[config.mk]
export PLATFORM = sky130hd
export DESIGN_NAME = drp_cell
export DESIGN_NICKNAME = d
export VERILOG_FILES = /design/src/rtl/drp_pkg.sv /design/src/rtl/drp_cell.sv
export SDC_FILE = /design/constraint.sdc
export NUM_CORES = 1
export LEC_CHECK = 0
export BUFFER_PORTS_ARGS = -buffer_cell sky130_fd_sc_hd__buf_2
export CORE_MARGIN = 4
export CORE_UTILIZATION = 46
export CTS_BUF_LIST = sky130_fd_sc_hd__clkbuf_4 sky130_fd_sc_hd__clkbuf_8 sky130_fd_sc_hd__clkbuf_16
export DETAILED_ROUTE_END_ITERATION = 8
export PLACE_DENSITY = 0.95
export SYNTH_ARGS = -nofsm -noshare
export SYNTH_HDL_FRONTEND = slang
export SYNTH_SLANG_ARGS = --single-unit
[constraint.sdc]
create_clock -name clk_i -period 4.57 [get_ports clk_i]
set_input_delay 0.457 -clock clk_i [delete_from_list [all_inputs] [get_ports clk_i]]
set_output_delay 0.457 -clock clk_i [all_outputs]
set_load 0.01 [all_outputs]
[src/rtl/drp_pkg.sv]
// Shared constants, types and helpers of the dated rate floor lookup.
package drp_pkg;

  // Table size and field widths.
  localparam int TableDepth   = 1024;
  localparam int CountWidth   = $clog2(TableDepth + 1);
  localparam int YearWidth    = 14;
  localparam int MonthWidth   = 4;
  localparam int DayWidth     = 5;
  localparam int KeyWidth     = YearWidth + MonthWidth + DayWidth;
  localparam int RateWidth    = 32;
  localparam int AmountWidth  = 32;
  localparam int LimitWidth   = 31;
  localparam int ProdWidth    = RateWidth + LimitWidth;
  localparam int ProductWidth = 42;
  localparam int StatusWidth  = 3;
  localparam int FracShift    = 16;

  // Date limits and the default amount limit (1000.0 in Q15.16).
  localparam int MonthMax   = 12;
  localparam int DayMax     = 31;
  localparam int LimitReset = 65536000;

  // Registered OR tree that gathers one flag and one rate across the row of cells.
  localparam int TreeLevels  = ($clog2(TableDepth) + 1) / 2;
  localparam int TreeLeaves  = 1 << (2 * TreeLevels);
  localparam int RedCntWidth = $clog2(TreeLevels + 1);

  // Result status codes.
  typedef enum logic [StatusWidth-1:0] {
    StOk       = 3'd0,
    StBadDate  = 3'd1,
    StNegative = 3'd2,
    StTooLarge = 3'd3,
    StNoRate   = 3'd4,
    StStored   = 3'd5,
    StFull     = 3'd6
  } status_e;

  // Command broadcast from the sequencer to every cell.
  typedef struct packed {
    logic                cmp;
    logic                ins;
    logic                upd;
    logic                query;
    logic [KeyWidth:0]   cmp_key;
    logic [KeyWidth-1:0] key;
    logic [RateWidth-1:0] rate;
  } cmd_t;

  // What a cell hands to its right neighbor.
  typedef struct packed {
    logic                 lt;
    logic [KeyWidth-1:0]  key;
    logic [RateWidth-1:0] rate;
  } link_t;

  // One leaf or node of the reduction tree.
  typedef struct packed {
    logic                 flag;
    logic [RateWidth-1:0] rate;
  } red_t;

  // Offset of a registered tree level (from 1) in the flat node array.
  function automatic int tree_base(input int level);
    int base;
    base = 0;
    for (int j = 1; j < level; j++) begin
      base += TreeLeaves >> (2 * j);
    end
    return base;
  endfunction

  localparam int NodeCount = tree_base(TreeLevels + 1);

endpackage

[src/rtl/drp_cell.sv]
// One cell of the sorted table: a date key, its rate and the compare flags.
module drp_cell (
  input  logic           clk_i,
  input  logic           rst_ni,
  input  drp_pkg::cmd_t  cmd_i,
  input  logic           occ_i,
  input  drp_pkg::link_t left_i,
  input  logic           right_lt_i,
  output drp_pkg::link_t link_o,
  output drp_pkg::red_t  red_o
);

  logic                          lt_q, lt_d;
  logic                          eq_q, eq_d;
  logic [drp_pkg::KeyWidth-1:0]  key_q, key_d;
  logic [drp_pkg::RateWidth-1:0] rate_q, rate_d;

  // Compare the held key with the broadcast key; empty cells never match.
  always_comb begin
    lt_d = lt_q;
    eq_d = eq_q;
    if (cmd_i.cmp) begin
      lt_d = occ_i && ({1'b0, key_q} < cmd_i.cmp_key);
      eq_d = occ_i && (key_q == cmd_i.key);
    end
  end

  always_ff @(posedge clk_i or negedge rst_ni) begin
    if (!rst_ni) begin
      lt_q <= 1'b0;
      eq_q <= 1'b0;
    end else begin
      lt_q <= lt_d;
      eq_q <= eq_d;
    end
  end

  // A matching cell takes the new rate. On insert, cells at or above the
  // insert point move one place right; the one whose left neighbor is still
  // below the new key takes the new entry.
  always_comb begin
    key_d  = key_q;
    rate_d = rate_q;
    if (cmd_i.upd && eq_q) begin
      rate_d = cmd_i.rate;
    end else if (cmd_i.ins && !lt_q) begin
      if (left_i.lt) begin
        key_d  = cmd_i.key;
        rate_d = cmd_i.rate;
      end else begin
        key_d  = left_i.key;
        rate_d = left_i.rate;
      end
    end
  end

  always_ff @(posedge clk_i) begin
    key_q  <= key_d;
    rate_q <= rate_d;
  end

  assign link_o.lt   = lt_q;
  assign link_o.key  = key_q;
  assign link_o.rate = rate_q;

  // A query hits the last cell not after the date; a load reports an exact match.
  always_comb begin
    red_o.flag = cmd_i.query ? (lt_q && !right_lt_i) : eq_q;
    red_o.rate = red_o.flag ? rate_q : '0;
  end

endmodule

==> impl_table.tex <==
\begin{tabular}{lr}
\hline
Metric & Value \\
\hline
\multicolumn{2}{l}{\textbf{Run status}} \\
Status & finished, final reports clean \\
\multicolumn{2}{l}{\textbf{Hold path}} \\
Path class of the lowest-slack min-delay path & input pin to register \\
\multicolumn{2}{l}{\textbf{Die}} \\
Die Wd & 94.9 um \\
Die Y-Extent & 94.9 um \\
Floorplan row count & 31 \\
Die Footprint & 9010 sq um \\
Initial core utilization & 47.6\% \\
Core area & 7290 sq um \\
Total I/O pin count & 232 \\
\multicolumn{2}{l}{\textbf{STA}} \\
Final critical-path setup slack & 2.04 ns \\
Fin crit period & 2.53 ns \\
Relative slew slack & 24.2\% \\
Clk\_skew & 0.00808 ns \\
FMAX & 395 MHz \\
Total negative slack & 0 ns \\
Slew at the pin closest to its max-slew limit & 1.14 ns \\
Final count of pins violating max slew & 0 \\
Worst slack on hold paths & 0.415 ns \\
Fraction of the cycle the final worst path needs & 55.4\% \\
Setup repair after global routing missed its margin & false \\
Total setup violations reported at the end of the flow & 0 \\
Number of hold-slack violations in the final timing report & 0 \\
\multicolumn{2}{l}{\textbf{Critical path}} \\
Crit. End Element & primary output \\
Nature of the critical path startpoint & register \\
Worst EP required & 4.11 ns \\
Worst-path fanout max & 33 \\
Reg-to-reg slack, setup & 2.51 ns \\
Start-to-end type of the worst setup path & register to primary output \\
Arrival time of data at the critical path endpoint & 2.08 ns \\
\multicolumn{2}{l}{\textbf{Synthesis}} \\
Total of warnings raised by yosys & 0 \\
Number of synthesized register bits & 57 \\
Number of distinct standard cells referenced by the synthesized netlist & 31 \\
Mapped Nets & 442 \\
Syn avg cell area & 12.5 sq um \\
Sequential fraction of the synthesis area & 49.0\% \\
Synthesized cell area & 3470 sq um \\
Synthesized instance count & 277 \\
\multicolumn{2}{l}{\textbf{Final layout}} \\
Non-filler instance count after layout & 616 \\
Most frequent standard cell in the layout excluding fill and tap cells & buf\_2 \\
Total number of nets in the final design & 677 \\
Number of filler cells placed in the layout & 572 \\
ANT cells & 0 \\
Synthesis-to-layout area growth & 42.7\% \\
Commonest cells after routing, fill and taps aside & 231 x buf\_2, 55 x edfxtp\_1, 51 x mux2\_2 \\
Area of the multi-input gates & 1650 sq um \\
Share of layout cells above drive strength 1 & 59.0\% \\
Register cell area after layout & 1700 sq um \\
\multicolumn{2}{l}{\textbf{Power}} \\
Net switching power figure & 379 uW \\
Overall power & 1460 uW \\
Cell internal pwr & 1080 uW \\
Clock Power Share & 34.2\% \\
Power Density & 295 nW/um\^{}2 \\
Sw Ratio & 25.9\% \\
Sequential share of power & 44.9\% \\
Maximum resistive drop on vdd & 0.170 mV \\
Logic pwr share & 20.9\% \\
Leak pwr & 0.00236 uW \\
\multicolumn{2}{l}{\textbf{Global route}} \\
Pin count of the biggest net entering global routing & 34 \\
Global-route usage over all layers & 22.6\% \\
Remaining global-route overflow & 0 \\
Number of global-route vias before repair & 3316 \\
Global-route wire length before repair & 15400 um \\
Initial antenna violation count & 0 \\
\multicolumn{2}{l}{\textbf{CTS}} \\
Htree depth & 3 \\
Post-CTS resize count & 0 \\
Sinks on Clock Net & 57 \\
TritonCTS clock tree & done \\
Post-CTS setup buffer count & 0 \\
Cts bufs inserted & 9 \\
Root cell of the clock tree & clkbuf\_8 \\
Clock latency reported for the late side of the worst-skew pair & 0.33 ns \\
Post-CTS clock slew at the launch and capture registers of the worst setup and hold paths & 0.06 ns \\
Number of buffers on the longest clock path & 2 \\
\multicolumn{2}{l}{\textbf{Route}} \\
Number of DRC markers after the initial detailed-route iteration & 102 \\
Detail-routed net length per standard cell & 16.9 um \\
Number of detailed-route iterations in the first pass & 4 \\
Total detailed-routing wirelength & 10400 um \\
Remaining design rule violation count & 0 \\
Total number of vias & 3097 \\
Post-route antenna net violation count & 0 \\
Via density & 5.03 \\
\multicolumn{2}{l}{\textbf{Place}} \\
DP Worst Slack & 2.26 ns \\
PortBufs & 231 \\
Routability cong. & 0.843 \\
Hpwl dp & 8600 um \\
Number of instances in the placed design & 599 \\
\multicolumn{2}{l}{\textbf{Job}} \\
\# Max-Cap Violations & 0 \\
\hline
\end{tabular}
## cell type report
type / count / share of cell area, %
sequential: 57 / 34.3
multi-input combinational: 185 / 33.2
timing repair buffer: 234 / 23.8
clock buffer: 9 / 2.50
tap: 99 / 2.50
inverter: 25 / 1.89
clock inverter: 7 / 1.72
## routing by layer
metal | vias to the layer above | GRT usage, % | wire length [um]
li1 | 1474 | - | -
met2 | 160 | 42.7 | 5560
met4 | 0 | 8.53 | 197
met3 | 19 | 6.22 | 963
met5 | - | 0 | 0
met1 | 1444 | 23.5 | 3690
## worst paths after layout
check                               from        end  cells after the start
worst min register to register      lt_q       lt_q                      2
min in group asynchronous         rst_ni       lt_q                      2
worst min-delay path            cmd_i[7]  rate_q[7]                      2
max in group asynchronous         rst_ni       eq_q                      2
worst max register to register  key_q[9]       lt_q                      6
worst max-delay path                lt_q  red_o[15]                      4
## synthesized netlist by cell type (all sizes together)
library cell	n	area share, %
nand4b	1	0.68
nor2	1	0.11
o21ai	4	0.58
a22o	1	0.25
nand3b	1	0.22
mux2	55	18
a21o	2	0.43
nand4	8	1.4
o32ai	1	0.25
dfrtp	2	1.4
nand3	4	0.58
xnor2	16	4.0
o21a	1	0.22
nor2b	34	6.1
edfxtp	55	48
a21oi	14	2.1
buf	4	0.65
nand2	7	1.2
or4	1	0.22
ha	22	7.9
inv	25	2.7
nor3	1	0.29
nor4	4	0.72
clkbuf	6	0.65
xor2	7	1.8
## logic make-up after synthesis
| group | share of synthesized area [%] |
|---|---|
| and+or+nand+nor | 11.6 |
| DFF | 49.0 |
| muxes | 17.8 |
| buffers and inverters | 4.00 |
| AOI/OAI and AO/OA | 3.85 |
| xor gates and xnor gates | 5.80 |
| adders and majority gates | 7.92 |
## power groups by stage
| stage | Sequential [uW] | Clock, uW | Combinational (uW) |
|---|---|---|---|
| floorplan | 680 | 0 | 143 |
| detailed placement | 667 | 0 | 306 |
| CTS | 657 | 512 | 308 |
| global route | 661 | 534 | 335 |
| global placement | 664 | 0 | 292 |
| finish | 657 | 500 | 307 |
## repair_timing
item                                   CTS  global route
endpoints found under the hold margin    2             0
hold buffers                             1             0
setup endpoints to repair                0             0
## per-stage QoR
stage / util, % / area [sq um]
2_1_floorplan: - / 3470
3_3_place_gp: 65.0 / 4740
3_5_place_dp: 65.0 / 4740
4_1_cts: 68.0 / 4960
5_1_grt: 68.0 / 4960
6_report: 68.0 / 4960
## critical path: stages (launching register included)
cell	delay, ns
dfrtp_1	0.41
nand3b_1	0.11
o21a_1	0.89
nor2b_1	0.13
buf_2	0.19
## registers in the layout (all words and copies together) (netlist names)
| register | flops |
|---|---|
| key_q | 23 |
| lt_q | 1 |
| rate_q | 32 |
| eq_q | 1 |
No activity file was read; power rests on OpenSTA's default activity.
